`config.mk`:
```
export PLATFORM = sky130hd
export DESIGN_NAME = resp_request_parser_top
export DESIGN_NICKNAME = d
export VERILOG_FILES = /design/src/hw/rtl/resp_rp_pkg.sv /design/src/hw/rtl/resp_rp_front.sv /design/src/hw/rtl/resp_rp_fifo.sv /design/src/hw/rtl/resp_rp_back.sv /design/src/hw/rtl/resp_request_parser_top.sv
export SDC_FILE = /design/constraint.sdc
export NUM_CORES = 1
export LEC_CHECK = 0
export ABC_AREA = 1
export BUFFER_PORTS_ARGS = -buffer_cell sky130_fd_sc_hd__buf_2
export CAP_MARGIN = 20
export CORE_MARGIN = 1
export CORE_UTILIZATION = 69
export CTS_BUF_LIST = sky130_fd_sc_hd__clkbuf_4 sky130_fd_sc_hd__clkbuf_8
export DETAILED_ROUTE_END_ITERATION = 10
export GPL_TIMING_DRIVEN = 0
export PLACE_DENSITY = 0.95
export SLEW_MARGIN = 20
export SYNTH_ARGS = -nofsm -noshare
export SYNTH_HDL_FRONTEND = slang
export SYNTH_SLANG_ARGS = --single-unit
export TNS_END_PERCENT = 30
```
`constraint.sdc`:
```
create_clock -name clk -period 8.15 [get_ports clk]
set_input_delay 0.815 -clock clk [delete_from_list [all_inputs] [get_ports clk]]
set_output_delay 0.815 -clock clk [all_outputs]
set_load 0.01 [all_outputs]
```
`src/hw/rtl/resp_rp_pkg.sv`:
```
`default_nettype none
package resp_rp_pkg;

  localparam int DEF_MAX_ARGS    = 255;
  localparam int DEF_MAX_ARG_LEN = 65535;
  localparam int QDEPTH          = 4;

  localparam logic [7:0] CH_CR     = 8'h0D;
  localparam logic [7:0] CH_LF     = 8'h0A;
  localparam logic [7:0] CH_STAR   = 8'h2A;
  localparam logic [7:0] CH_DOLLAR = 8'h24;
  localparam logic [7:0] CH_PLUS   = 8'h2B;
  localparam logic [7:0] CH_MINUS  = 8'h2D;
  localparam logic [7:0] CH_ZERO   = 8'h30;
  localparam logic [7:0] CH_NINE   = 8'h39;

  localparam logic [16:0] SAT17 = 17'h1FFFF;

  localparam logic [1:0] KIND_DATA = 2'd0;
  localparam logic [1:0] KIND_ARG  = 2'd1;
  localparam logic [1:0] KIND_ERR  = 2'd2;

  localparam logic [1:0] ERR_NONE     = 2'd0;
  localparam logic [1:0] ERR_COUNT    = 2'd1;
  localparam logic [1:0] ERR_LENGTH   = 2'd2;
  localparam logic [1:0] ERR_MISMATCH = 2'd3;

  // one classified item: a held CR, a byte, a held CR then a byte, or a line end
  typedef struct packed {
    logic       feed_cr;
    logic       feed_ch;
    logic       end_line;
    logic [7:0] ch;
  } op_t;

endpackage
`default_nettype wire

```
`src/hw/rtl/resp_rp_front.sv`:
```
`default_nettype none
module resp_rp_front (
  input  wire logic             clk,
  input  wire logic             rst_n,
  input  wire logic             in_valid,
  output logic                  in_stall,
  input  wire logic [7:0]       in_byte,
  input  wire logic             q_full,
  output logic                  push,
  output resp_rp_pkg::op_t      push_op
);

  logic cr_pending_r;
  logic cr_pending_nxt;
  logic accept;

  assign in_stall = q_full;
  assign accept   = in_valid && !q_full;

  always_comb begin
    push_op        = '0;
    push_op.ch     = in_byte;
    push           = 1'b0;
    cr_pending_nxt = cr_pending_r;
    if (accept) begin
      if (cr_pending_r) begin
        if (in_byte == resp_rp_pkg::CH_LF) begin
          push_op.end_line = 1'b1;
          cr_pending_nxt   = 1'b0;
        end else begin
          push_op.feed_cr = 1'b1;
          push_op.feed_ch = (in_byte != resp_rp_pkg::CH_CR);
          cr_pending_nxt  = (in_byte == resp_rp_pkg::CH_CR);
        end
        push = 1'b1;
      end else if (in_byte == resp_rp_pkg::CH_CR) begin
        cr_pending_nxt = 1'b1;
      end else begin
        push_op.feed_ch = 1'b1;
        push            = 1'b1;
      end
    end
  end

  always_ff @(posedge clk) begin
    if (!rst_n) begin
      cr_pending_r <= 1'b0;
    end else begin
      cr_pending_r <= cr_pending_nxt;
    end
  end

endmodule
`default_nettype wire

```
`src/hw/rtl/resp_rp_fifo.sv`:
```
`default_nettype none
module resp_rp_fifo (
  input  wire logic              clk,
  input  wire logic              rst_n,
  input  wire logic              push,
  input  wire resp_rp_pkg::op_t  push_op,
  output logic                   full,
  output logic                   not_empty,
  output resp_rp_pkg::op_t       head_op,
  input  wire logic              pop
);

  localparam int PW = $clog2(resp_rp_pkg::QDEPTH);
  localparam int CW = $clog2(resp_rp_pkg::QDEPTH + 1);

  resp_rp_pkg::op_t mem_r [resp_rp_pkg::QDEPTH];
  logic [PW-1:0] wr_ptr_r, wr_ptr_nxt;
  logic [PW-1:0] rd_ptr_r, rd_ptr_nxt;
  logic [CW-1:0] count_r, count_nxt;
  logic          do_push, do_pop;

  assign full      = (count_r == CW'(resp_rp_pkg::QDEPTH));
  assign not_empty = (count_r != '0);
  assign head_op   = mem_r[rd_ptr_r];
  assign do_push   = push && !full;
  assign do_pop    = pop && not_empty;

  always_comb begin
    wr_ptr_nxt = wr_ptr_r;
    rd_ptr_nxt = rd_ptr_r;
    count_nxt  = count_r;
    if (do_push) begin
      wr_ptr_nxt = (wr_ptr_r == PW'(resp_rp_pkg::QDEPTH - 1)) ? '0 : wr_ptr_r + 1'b1;
    end
    if (do_pop) begin
      rd_ptr_nxt = (rd_ptr_r == PW'(resp_rp_pkg::QDEPTH - 1)) ? '0 : rd_ptr_r + 1'b1;
    end
    if (do_push && !do_pop) begin
      count_nxt = count_r + 1'b1;
    end else if (do_pop && !do_push) begin
      count_nxt = count_r - 1'b1;
    end
  end

  always_ff @(posedge clk) begin
    if (do_push) begin
      mem_r[wr_ptr_r] <= push_op;
    end
  end

  always_ff @(posedge clk) begin
    if (!rst_n) begin
      wr_ptr_r <= '0;
      rd_ptr_r <= '0;
      count_r  <= '0;
    end else begin
      wr_ptr_r <= wr_ptr_nxt;
      rd_ptr_r <= rd_ptr_nxt;
      count_r  <= count_nxt;
    end
  end

endmodule
`default_nettype wire

```
`src/hw/rtl/resp_rp_back.sv`:
```
`default_nettype none
module resp_rp_back #(
  parameter int MAX_ARGS    = resp_rp_pkg::DEF_MAX_ARGS,
  parameter int MAX_ARG_LEN = resp_rp_pkg::DEF_MAX_ARG_LEN
) (
  input  wire logic              clk,
  input  wire logic              rst_n,
  input  wire logic              op_valid,
  input  wire resp_rp_pkg::op_t  op,
  output logic                   pop,
  output logic                   out_valid,
  input  wire logic              out_stall,
  output logic [1:0]             out_kind,
  output logic [7:0]             out_data_byte,
  output logic [7:0]             out_arg_index,
  output logic                   out_request_done,
  output logic [1:0]             out_error_code,
  output logic                   out_last
);

  typedef enum logic [2:0] {
    PH_HDR  = 3'b001,
    PH_LEN  = 3'b010,
    PH_DATA = 3'b100
  } phase_t;

  typedef struct packed {
    phase_t      phase;
    logic        line_start;
    logic        marker_bad;
    logic [16:0] accum;
    logic        negative;
    logic        num_done;
    logic        started;
    logic [7:0]  args_total;
    logic [7:0]  cur_arg;
    logic [15:0] decl_len;
    logic [16:0] data_count;
  } st_t;

  function automatic st_t feed_fn(st_t s, logic [7:0] c);
    st_t         r;
    logic [20:0] v;
    logic [7:0]  want;
    r    = s;
    v    = ({4'b0, s.accum} << 3) + ({4'b0, s.accum} << 1) + {17'b0, c[3:0]};
    want = (s.phase == PH_LEN) ? resp_rp_pkg::CH_DOLLAR : resp_rp_pkg::CH_STAR;
    if (s.phase == PH_DATA) begin
      if (s.data_count != resp_rp_pkg::SAT17) begin
        r.data_count = s.data_count + 17'd1;
      end
    end else if (s.line_start) begin
      r.line_start = 1'b0;
      if (c != want) begin
        r.marker_bad = 1'b1;
      end
    end else if (!s.marker_bad && !s.num_done) begin
      if (c >= resp_rp_pkg::CH_ZERO && c <= resp_rp_pkg::CH_NINE) begin
        r.accum   = (v > {4'b0, resp_rp_pkg::SAT17}) ? resp_rp_pkg::SAT17 : v[16:0];
        r.started = 1'b1;
      end else if (!s.started && (c == resp_rp_pkg::CH_PLUS || c == resp_rp_pkg::CH_MINUS)) begin
        r.negative = (c == resp_rp_pkg::CH_MINUS);
        r.started  = 1'b1;
      end else begin
        r.num_done = 1'b1;
      end
    end
    return r;
  endfunction

  st_t         st_r, st_nxt;
  logic        half_r, half_nxt;
  logic        out_valid_r, out_valid_nxt;
  logic [1:0]  kind_r, kind_nxt;
  logic [7:0]  data_r, data_nxt;
  logic [7:0]  idx_r, idx_nxt;
  logic        done_r, done_nxt;
  logic [1:0]  err_r, err_nxt;
  logic        last_r, last_nxt;
  logic        step, emit;
  logic        bad, neg_len, args_done;

  assign step      = op_valid && (!out_valid_r || !out_stall);
  assign bad       = st_r.marker_bad || st_r.line_start;
  assign neg_len   = st_r.negative && (st_r.accum != '0);
  assign args_done = ({1'b0, st_r.cur_arg} + 9'd1) >= {1'b0, st_r.args_total};

  always_comb begin
    st_nxt   = st_r;
    half_nxt = half_r;
    pop      = 1'b0;
    emit     = 1'b0;
    kind_nxt = resp_rp_pkg::KIND_DATA;
    data_nxt = op.ch;
    idx_nxt  = st_r.cur_arg;
    done_nxt = 1'b0;
    err_nxt  = resp_rp_pkg::ERR_NONE;
    last_nxt = 1'b1;
    if (step) begin
      if (op.feed_cr && !half_r) begin
        st_nxt   = feed_fn(st_r, resp_rp_pkg::CH_CR);
        emit     = (st_r.phase == PH_DATA);
        data_nxt = resp_rp_pkg::CH_CR;
        last_nxt = !op.feed_ch;
        half_nxt = op.feed_ch;
        pop      = !op.feed_ch;
      end else if (op.end_line) begin
        pop      = 1'b1;
        half_nxt = 1'b0;
        data_nxt = '0;
        emit     = 1'b0;
        case (st_r.phase)
          PH_DATA: begin
            emit = 1'b1;
            if (st_r.data_count != {1'b0, st_r.decl_len}) begin
              kind_nxt       = resp_rp_pkg::KIND_ERR;
              err_nxt        = resp_rp_pkg::ERR_MISMATCH;
              st_nxt.phase   = PH_HDR;
              st_nxt.cur_arg = '0;
            end else begin
              kind_nxt = resp_rp_pkg::KIND_ARG;
              done_nxt = args_done;
              if (args_done) begin
                st_nxt.phase   = PH_HDR;
                st_nxt.cur_arg = '0;
              end else begin
                st_nxt.phase   = PH_LEN;
                st_nxt.cur_arg = st_r.cur_arg + 8'd1;
              end
            end
          end
          PH_LEN: begin
            if (bad || neg_len || st_r.accum > 17'(MAX_ARG_LEN)) begin
              emit           = 1'b1;
              kind_nxt       = resp_rp_pkg::KIND_ERR;
              err_nxt        = resp_rp_pkg::ERR_LENGTH;
              st_nxt.phase   = PH_HDR;
              st_nxt.cur_arg = '0;
            end else begin
              st_nxt.decl_len   = st_r.accum[15:0];
              st_nxt.data_count = '0;
              st_nxt.phase      = PH_DATA;
            end
          end
          default: begin
            if (bad || st_r.negative || st_r.accum == '0 ||
                st_r.accum > 17'(MAX_ARGS)) begin
              emit           = 1'b1;
              kind_nxt       = resp_rp_pkg::KIND_ERR;
              err_nxt        = resp_rp_pkg::ERR_COUNT;
              idx_nxt        = '0;
              st_nxt.phase   = PH_HDR;
              st_nxt.cur_arg = '0;
            end else begin
              st_nxt.args_total = st_r.accum[7:0];
              st_nxt.cur_arg    = '0;
              st_nxt.phase      = PH_LEN;
            end
          end
        endcase
        st_nxt.line_start = 1'b1;
        st_nxt.marker_bad = 1'b0;
        st_nxt.accum      = '0;
        st_nxt.negative   = 1'b0;
        st_nxt.num_done   = 1'b0;
        st_nxt.started    = 1'b0;
      end else begin
        st_nxt   = feed_fn(st_r, op.ch);
        emit     = (st_r.phase == PH_DATA);
        pop      = 1'b1;
        half_nxt = 1'b0;
      end
    end
    out_valid_nxt = step ? emit : (out_valid_r && out_stall);
  end

  always_ff @(posedge clk) begin
    if (!rst_n) begin
      st_r.phase      <= PH_HDR;
      st_r.line_start <= 1'b1;
      st_r.marker_bad <= 1'b0;
      st_r.accum      <= '0;
      st_r.negative   <= 1'b0;
      st_r.num_done   <= 1'b0;
      st_r.started    <= 1'b0;
      st_r.args_total <= '0;
      st_r.cur_arg    <= '0;
      st_r.decl_len   <= '0;
      st_r.data_count <= '0;
      half_r          <= 1'b0;
      out_valid_r     <= 1'b0;
    end else begin
      st_r        <= st_nxt;
      half_r      <= half_nxt;
      out_valid_r <= out_valid_nxt;
    end
  end

  always_ff @(posedge clk) begin
    if (step && emit) begin
      kind_r <= kind_nxt;
      data_r <= data_nxt;
      idx_r  <= idx_nxt;
      done_r <= done_nxt;
      err_r  <= err_nxt;
      last_r <= last_nxt;
    end
  end

  assign out_valid        = out_valid_r;
  assign out_kind         = kind_r;
  assign out_data_byte    = data_r;
  assign out_arg_index    = idx_r;
  assign out_request_done = done_r;
  assign out_error_code   = err_r;
  assign out_last         = last_r;

endmodule
`default_nettype wire

```
`src/hw/rtl/resp_request_parser_top.sv`:
```
// Path: an accepted byte is written to the item queue; the line engine then reads it
// and registers its result; a byte that flushes a held CR gives the CR result first.
// Throughput: one byte per cycle while in_stall is low; a byte that follows a held CR
// and is not LF makes the line engine play out the CR first, as a step of its own.
// A 4-entry item queue between the byte classifier and the line engine absorbs that.
// Reset (synchronous, rst_n low): empty queue, parser waits for a '*' header line.
`default_nettype none
module resp_request_parser_top #(
  parameter int MAX_ARGS    = resp_rp_pkg::DEF_MAX_ARGS,
  parameter int MAX_ARG_LEN = resp_rp_pkg::DEF_MAX_ARG_LEN
) (
  input  wire logic        clk,
  input  wire logic        rst_n,
  input  wire logic        in_valid,
  output logic             in_stall,
  input  wire logic [7:0]  in_byte,
  output logic             out_valid,
  input  wire logic        out_stall,
  output logic [1:0]       out_kind,
  output logic [7:0]       out_data_byte,
  output logic [7:0]       out_arg_index,
  output logic             out_request_done,
  output logic [1:0]       out_error_code,
  output logic             out_last
);

  resp_rp_pkg::op_t push_op, head_op;
  logic             push, q_full, q_not_empty, pop;

  resp_rp_front u_front (
    .clk      (clk),
    .rst_n    (rst_n),
    .in_valid (in_valid),
    .in_stall (in_stall),
    .in_byte  (in_byte),
    .q_full   (q_full),
    .push     (push),
    .push_op  (push_op)
  );

  resp_rp_fifo u_fifo (
    .clk       (clk),
    .rst_n     (rst_n),
    .push      (push),
    .push_op   (push_op),
    .full      (q_full),
    .not_empty (q_not_empty),
    .head_op   (head_op),
    .pop       (pop)
  );

  resp_rp_back #(
    .MAX_ARGS    (MAX_ARGS),
    .MAX_ARG_LEN (MAX_ARG_LEN)
  ) u_back (
    .clk              (clk),
    .rst_n            (rst_n),
    .op_valid         (q_not_empty),
    .op               (head_op),
    .pop              (pop),
    .out_valid        (out_valid),
    .out_stall        (out_stall),
    .out_kind         (out_kind),
    .out_data_byte    (out_data_byte),
    .out_arg_index    (out_arg_index),
    .out_request_done (out_request_done),
    .out_error_code   (out_error_code),
    .out_last         (out_last)
  );

endmodule
`default_nettype wire
```
-- Yosys cells after proc, flatten, opt, wreduce, memory -nomap -nowiden
Memory sizes are Yosys's and may differ from the RTL's. A register that Yosys moved wholly into a read port is not among the register bits.
Cells that the tools add are included.
- flip-flop bits (word level): 106
- memory bits (writable): 44
- input bits: 12
- output and inout bits: 24
- word-level logic and storage cells: 209
- memories: 1
- memories (name ; words ; width ; read ports ; clocked after Yosys merged registers in ; wr ports ; RTL line ; RTL):
    u_fifo.mem_r ; 4 ; 11 ; 1 ; 1 ; 1 ; resp_rp_fifo.sv:16 ; resp_rp_pkg::op_t mem_r [resp_rp_pkg::QDEPTH];
- add/subtract/negate cells: 9
- $lt $le $gt $ge: 6
- eq/ne operators: 27
- multiplexer cells: 81
- bitwise gates (word level): 7
- reductions and logical operators: 55
- operator list (kind ; number):
    71-bit two-way mux ; 2
    8-bit two-way mux ; 13
    17-bit two-way mux ; 4
    33-bit two-way mux ; 2
    20-bit two-way mux ; 2
    1-bit two-way mux ; 33
    2-bit two-way mux ; 13
    22-bit two-way mux ; 1
    20-bit by 18-bit adder with 21-bit output ; 1
    21-bit by 4-bit adder with 21-bit output ; 1
    21-bit by 17-bit > comparator with 1-bit output (second input constant) ; 1
    17-bit by 1-bit adder with 17-bit output (second input constant) ; 1
    17-bit by 16-bit > comparator with 1-bit output (second input constant) ; 1
    17-bit by 8-bit > comparator with 1-bit output (second input constant) ; 1
    17-bit zero test ; 1
    17-bit by 16-bit != test with 1-bit output ; 1
    17-bit != test (second input constant) ; 1
    17-bit nonzero test ; 1
    8-bit by 4-bit == test with 1-bit output (second input constant) ; 2
    8-bit by 6-bit == test with 1-bit output (second input constant) ; 2
    2-bit != test (second input constant) ; 8
    8-bit case mux with 2 select lines ; 1
    3-bit two-way mux ; 5
    7-bit AND reduction ; 2
    other kinds (35) ; 85

-- Logic depth before layout (Yosys ltp)
Gate-level depths: netlist of the first run.
- depth in word-level cells: 10
- gate-level depth with buffers: 24
- mapped depth without buffers: 22

-- Modules after synthesis
From an unflattened synthesis of the first run, not the netlist that was laid out.
- cells, all modules: 1164
- area total of the unflattened synthesis: 8793.4 um2
- by module, submodules not included (module ; times used ; cells each ; area each (um2) ; seq. area each (um2)):
    resp_rp_back ; 1 ; 947 ; 6422.4 ; 2182.1
    resp_rp_fifo ; 1 ; 178 ; 2157.1 ; 1501.4
    resp_rp_front ; 1 ; 39 ; 214.0 ; 20.0

-- Least setup slack after synthesis of the first run
OpenSTA, ideal clock, no wires.
- kind: register to register
- start point: register (tool-made name)
- end point: register u_back.st_r[58] (netlist name)
- arrival time: 3.177 ns
- path slack: 4.830 ns
- stages on the path, launching flop included: 24
- buffers on the path: 3
- clock period less this slack: 3.320 ns
- path through: dfxtp_1 inv_2 buf_6 buf_6 nand2_1 nand3_1 nand2_1 inv_1 fa_1 inv_1 fa_1 inv_1 nand2_1 nand2_1 nand3_1 nand2_1 nand2_1 nand3_1 nand2_1 nor2_2 buf_2 nand4_1 nand2_1 a21oi_2
- RTL lines (item ; RTL line ; RTL):
    end signal, assigned ; resp_rp_back.sv:193 ; st_r <= st_nxt;
    end, declared ; resp_rp_back.sv:71 ; st_t st_r, st_nxt;

==> run_results.csv, run 1 <==
group,metric,value,unit
drt,routed_via_density,5.97,
drt,ant_nets,0,
global_route,antenna_found_initial,0,
worst_setup_path,slowest_delay,530,ps
sta,min_period,4040,ps
final_layout,fill_cells,778,
worst_setup_path,endpoint_kind,"flip-flop",
drt,routedWlPerCell,16.3,um
placed_design,dpl.cell_count,1304,
sta,slew_headroom,0.264,
clock_tree,cts_max_path_buffers,2,
sta,fmax,248,MHz
yosys,async_flop_share,0,
sta,skew,13.3,ps
sta,setup_viol,0,
worst_setup_path,cp-start-kind,"flip-flop",
global_route,grt_pass1_wl,35900,um
clock_tree,insertion_delay,470,ps
drt,drtIter0Drc,877,
drt,drc,0,
clock_tree,cts_htree_levels,4,
yosys,ys_warn_count,0,
yosys,synth_edf_count,66,
placed_design,place_area,8980,um2
yosys,synth.distinct_cells,47,
sta,hold_violations,0,
pwr,ir_drop,0.140,mV
placed_design,gp_congestion,1.00,
final_layout,design_area,9400,um2
yosys,syn_nets,1165,
drt,drt_wl_total,21800,um
clock_tree,clkTransAtPathRegs,90,ps
worst_setup_path,slowest_stage,"fa_1",
yosys,syn_avg_cell_area,7.79,um2
clock_tree,ctsHoldBuffers,0,
final_layout,fin_util,0.779,
clock_tree,numClockSinks,152,
clock_tree,postCtsSetupRepairBufs,0,
drt,vias,7978,
pwr,p_leak,4.19,nW
min_path,min_path_type,"reg2reg",
yosys,ys_seq_area_frac,0.432,
final_layout,layout.nets,1219,
worst_setup_path,crit_required,8470,ps
sta,finalCritPeriodShare,0.496,
die,dieWidth,114,um
die,start_util,0.712,
worst_setup_path,critPathArrivalTime,4360,ps
sta,hold_slack,471,ps
die,core,12100,um2
placed_design,dp_hpwl,15400,um
sta,tns,0,ps
clock_tree,cts-root-buf,"clkbuf_8",
worst_setup_path,path_class,"reg2reg",
status,status,"finished clean",
job,maxCapViolCount,0,
yosys,synthCells,1101,
global_route,track_usage,0.360,
global_route,grt_pass1_vias,7629,
die,dieArea,12900,um2
die,io_pins,36,
die,rows,40,
sta,slew_viol_final,0,
worst_setup_path,cp_max_fo,10,
clock_tree,cts_resized,0,
yosys,synth.cell_area,8580,um2
final_layout,drive_gt1_frac,0.102,
placed_design,io_buffers,35,
drt,firstDrtPassIters,5,
final_layout,stdcell_count,1336,
final_layout,num_antenna_cells,0,
clock_tree,cts_tree,"yes",
clock_tree,cts_buffers,17,
global_route,grt_max_degree,24,
worst_setup_path,crit_path_frequent_cell,"nand2_1",
global_route,grt_overflow,0,
final_layout,syn2layout_area_growth,9.52,%
pwr,p_per_area,253,nW/um2
worst_setup_path,critical_path.cell_chain,"inv_2 > buf_6 > buf_6 > nand2_1 > nand3_1 > nand2_1 > inv_1 > fa_1 > inv_1 > fa_1 > inv_1 > nand2_1 > nand2_1 > nand3_1 > nand2_1 > nand2_1 > nand3_1 > nand2_1 > nor2_2 > buf_2 > nand4_1 > nand2_1 > a21oi_2",
die,die_h,114,um
yosys,synth_ff_type,"dfxtp_1",
yosys,synth_seq_cells,152,
sta,grt_setup_unrepaired,"no",
sta,tightest_slew,1100,ps
-- per-layer routing --
layer,part of all wire,routed length [um],vias to the layer above,global-route usage
li1,-,-,3752,-
met1,0.39,8480,3695,0.451
met2,0.47,10300,428,0.597
met3,0.091,1980,103,0.0675
met4,0.045,978,0,0.181
met5,0,0,-,0
-- cell type report --
class / count / area, um2 / share of cell area
tap: 168 / 210 / 0.0224
inverter: 143 / 538 / 0.0572
multi-input combinational: 774 / 4180 / 0.445
buffer: 32 / 174 / 0.0185
timing repair buffer: 35 / 175 / 0.0186
clock inverter: 14 / 174 / 0.0185
sequential: 152 / 3700 / 0.394
clock buffer: 18 / 241 / 0.0257
-- cell usage in the layout, fill, tap and decap left out, drive strengths merged, types with 2 or more instances in the layout --
cell and instances:
a211oi 2, a21oi 99, a22oi 2, and2 2, buf 51, bufinv 3, clkbuf 34, clkinv 4
clkinvlp 6, dfxtp 86, edfxtp 66, fa 3, ha 49, inv 144, nand2 265, nand3 80
nand3b 2, nand4 30, nor2 118, nor3 15, nor4 2, o211ai 8, o21ai 60, o22ai 3
xnor2 11, xor2 15
-- final timing paths --
path	from	endpoint	slack (ps)	cells after the start
setup reg to reg	flip-flop	u_back.st_r[59]	4110	23
hold / removal	u_back.st_r[69]	u_back.st_r[69]	470	2
hold reg to reg	u_back.st_r[69]	u_back.st_r[69]	470	2
setup / recovery	flip-flop	u_back.st_r[59]	4110	23
-- worst max-delay path, delay by kind of cell (launching register included) --
kind | cells | cell delay, ps
buffers and inverters | 7 | 920
AO/OA/AOI/OAI | 1 | 50
AND/OR/NAND/NOR | 13 | 1470
flip-flops | 1 | 450
adder cells (fa/ha/maj) | 2 | 1000
-- Yosys cell counts, types with 2 or more instances --
library cell / n / share of area
nand2_1: 259 / 0.11
inv_1: 137 / 0.060
nor2_1: 112 / 0.049
a21oi_1: 86 / 0.050
dfxtp_1: 86 / 0.20
nand3_1: 80 / 0.047
edfxtp_1: 66 / 0.23
o21ai_0: 54 / 0.031
ha_1: 49 / 0.071
nand4_1: 29 / 0.021
clkbuf_1: 16 / 0.0070
xor2_1: 15 / 0.015
nor3_1: 14 / 0.0082
a21oi_2: 12 / 0.012
xnor2_1: 11 / 0.011
buf_2: 10 / 0.0058
o211ai_1: 8 / 0.0070
buf_6: 5 / 0.0066
o21ai_1: 5 / 0.0029
inv_2: 4 / 0.0017
nand2_2: 4 / 0.0029
fa_1: 3 / 0.0070
o22ai_1: 3 / 0.0022
a211oi_1: 2 / 0.0017
a22oi_1: 2 / 0.0017
and2_1: 2 / 0.0015
nand2_4: 2 / 0.0026
nand3b_1: 2 / 0.0017
nor2_2: 2 / 0.0015
nor2_4: 2 / 0.0026
nor2_8: 2 / 0.0047
nor4_1: 2 / 0.0015
-- where the power goes --
group          internal, mW  switching (mW)
clock network         0.307           0.297
logic                 0.223           0.565
registers             0.938          0.0453
-- logic make-up (layout without fill, tap and decap cells) --
family	Yosys count	count (layout)	synth area share
flops	152	152	0.432
simple gates	516	516	0.262
fa+ha+maj	52	52	0.0784
compound gates	180	180	0.118
buf+inv	175	242	0.0830
xor+xnor	26	26	0.0265
-- flip-flops by register name, indices dropped and copies added, names as in the netlist, named ones only --
signal,count
u_back.st_r,74
u_fifo.mem_r,44
u_back.out_arg_index,8
u_back.out_data_byte,8
u_fifo.count_r,3
u_back.out_error_code,2
u_back.out_kind,2
u_fifo.rd_ptr_r,2
u_fifo.wr_ptr_r,2
u_back.half_r,1
u_back.out_last,1
u_back.out_request_done,1
u_back.out_valid,1
u_front.cr_pending_r,1
-- through the flow --
step           setup slack [ps]  power, mW
6_report                   4110       2.38
2_1_floorplan              4830       1.52
5_1_grt                    3750       2.48
3_5_place_dp               4230       1.75
4_1_cts                    4160       2.35
3_3_place_gp               3990       1.71
Power figures use the tool's default switching activity.
==> run 2, diff against run 1 <==
- CORE_UTILIZATION: 69 -> 64
- PLACE_DENSITY: 0.95 -> 0.9
- clock period: 8.15 -> 3.8 ns (I/O delays scaled with it)
==> run 2 against run 1 <==
Effect of this change:
- count of clock-buffer cells in the layout grew 2
- sequential power grew 110%
- via count shrank 2.7%
- combinational power grew 120%
- final cell count grew 0.45%
- critical path type unchanged
- largest cell class unchanged
- largest power group unchanged
==> run_results.csv, run 2 (same netlist as run 1, synthesis figures left out) <==
group,metric,value,unit
status,status,"finished clean",
die,start_util,0.669,
worst_setup_path,path_buf_inv,7,
clock_tree,insertion_delay,470,ps
sta,setup_viol,0,
pwr,internal_power,3.10,mW
sta,tns,0,ps
die,dieArea,13900,um2
global_route,grt_pass1_wl,35500,um
drt,drtIter0Drc,837,
sta,tightest_slew,824,ps
die,rows,41,
final_layout,largest_reg_flops,74,
pwr,seq_power_share,0.418,
global_route,grt_pass1_vias,7471,
final_layout,drive_gt1_frac,0.109,
pwr,report.power.total,5.04,mW
pwr,p_leak,4.21,nW
final_layout,layout.nets,1221,
worst_setup_path,reg2reg_slack,280,ps
drt,drt_wl_total,21200,um
die,core,12800,um2
worst_setup_path,slowest_stage,"fa_1",
global_route,grt_overflow,0,
drt,firstDrtPassIters,6,
pwr,p_comb_frac,0.339,
worst_setup_path,endpoint,"u_back.st_r[63]",
final_layout,fin_util,0.734,
clock_tree,cts_max_path_buffers,2,
drt,drc,0,
worst_setup_path,cp-start-kind,"flip-flop",
sta,min_period,3520,ps
job,maxCapViolCount,0,
worst_setup_path,cp_max_fo,10,
sta,slew_viol_final,0,
sta,skew,14.8,ps
final_layout,largestRegisters,"u_back.st_r x74, u_fifo.mem_r x44",
pwr,p_per_area,535,nW/um2
placed_design,io_buffers,35,
final_layout,largest-register,"u_back.st_r",
pwr,netSwitchingPower,1.94,mW
global_route,track_usage,0.320,
die,die_h,118,um
drt,routedWlPerCell,15.8,um
clock_tree,clkTransAtPathRegs,90,ps
pwr,power_switching_share,0.384,
worst_setup_path,critical_path.cell_chain,"inv_2 > buf_6 > buf_6 > nand2_1 > nand3_1 > nand2_2 > inv_1 > fa_1 > inv_1 > fa_1 > inv_1 > nand2_1 > nand2_1 > nand3_1 > nand2_2 > nand2_1 > nand2_1 > nand2_1 > nand2_1 > nand2_2 > buf_4 > nand4_1 > nand2_1 > a21oi_2",
clock_tree,cts_buffers,17,
pwr,clkPwrFrac,0.243,
drt,ant_nets,0,
worst_setup_path,slowest_delay,530,ps
sta,slew_headroom,0.449,
clock_tree,cts_tree,"yes",
worst_setup_path,crit_required,4190,ps
placed_design,dpl.cell_count,1308,
final_layout,layout_commonest_cell,"nand2_1",
clock_tree,cts-root-buf,"clkbuf_8",
global_route,grt_max_degree,24,
global_route,antenna_found_initial,0,
drt,vias,7759,
worst_setup_path,reg2regPathDepth,24,
final_layout,final_cell_mix,"255 x nand2_1, 137 x inv_1, 108 x nor2_1",
worst_setup_path,endpoint_kind,"flip-flop",
final_layout,fill_cells,930,
placed_design,gp_congestion,0.944,
sta,grt_setup_unrepaired,"no",
worst_setup_path,critPathArrivalTime,3910,ps
sta,hold_violations,0,
worst_setup_path,rr_endpoint,"u_back.st_r[63]",
final_layout,num_antenna_cells,0,
worst_setup_path,crit_cells,24,
sta,finalCritPeriodShare,0.926,
die,dieWidth,118,um
die,io_pins,36,
worst_setup_path,crit_path_frequent_cell,"nand2_1",
sta,fmax,284,MHz
placed_design,place_area,8980,um2
drt,routed_via_density,5.78,
final_layout,syn2layout_area_growth,9.75,%
placed_design,dp_hpwl,15400,um
worst_setup_path,cpLargestDelayFamily,"simple AND/OR/NAND/NOR gates",
final_layout,stdcell_count,1342,
final_layout,design_area,9420,um2
clock_tree,numClockSinks,152,
worst_setup_path,path_class,"reg2reg",
pwr,ir_drop,0.270,mV
clock_tree,cts_htree_levels,4,
min_path,min_path_type,"in2reg",
[run 2: cell types whose count changed in the layout (fill, tap and decap cells not counted), moves of 2 or more]
cell        before  now
buf_4            1    5
clkinvlp_4       6    3
clkinv_2         1    4
nand2_2          4    8
clkbuf_4         1    4
buf_2           45   42
inv_6            3    1
nand2_1        259  255
nor2_1         110  108
[run 2: cell type report]
cell class              instances  area, um2  area share
clock inverters                12        128      0.0135
multi-input cells             774       4200       0.446
plain buffers                  32        181      0.0193
repair buffers                 37        190      0.0202
inverters                     143        538      0.0571
clock buffers                  20        256      0.0272
flip-flops and latches        152       3710       0.394
well taps                     172        215      0.0228
[run 2: worst min path at each step]
stage | from | end | slack, ps | cells past startpoint
after floorplan | u_back.st_r[69] | u_back.st_r[69] | 430 | 2
after global placement | u_back.st_r[69] | u_back.st_r[69] | 440 | 2
after detailed placement | u_back.st_r[69] | u_back.st_r[69] | 470 | 2
after CTS | in_byte[7] | u_fifo.mem_r[3][7] | 110 | 1
after global routing | in_byte[4] | u_fifo.mem_r[3][4] | 130 | 1
final | in_byte[7] | u_fifo.mem_r[3][7] | 150 | 1
[run 2: per-layer routing]
layer	up-vias	share of wire	global-route usage
li1	3764	-	-
met1	3620	0.41	0.405
met2	317	0.48	0.526
met3	58	0.077	0.0698
met4	0	0.026	0.142
met5	-	0	0
[run 2: through the flow]
stage	hold slack, ps	setup WS [ps]
finish	145	282
global route	129	12.1
CTS	112	21.0
floorplan	430	480
global placement	438	-253
detailed placement	471	-158
[run 2: power by group through the flow]
| stage | Sequential [mW] | Clock (mW) | Combinational [mW] |
|---|---|---|---|
| after global routing | 2.13 | 1.29 | 1.86 |
| after floorplan | 2.19 | 0 | 1.07 |
| after CTS | 2.11 | 1.22 | 1.65 |
| final | 2.11 | 1.22 | 1.71 |
| after global placement | 2.14 | 0 | 1.54 |
| after detailed placement | 2.14 | 0 | 1.64 |
[run 2: what timing repair did]
item	in CTS	in global routing
buffers inserted	0	2
gates resized for setup	3	8
pin swaps	0	2
hold buffers	0	0
endpoints found under the setup margin	10	16
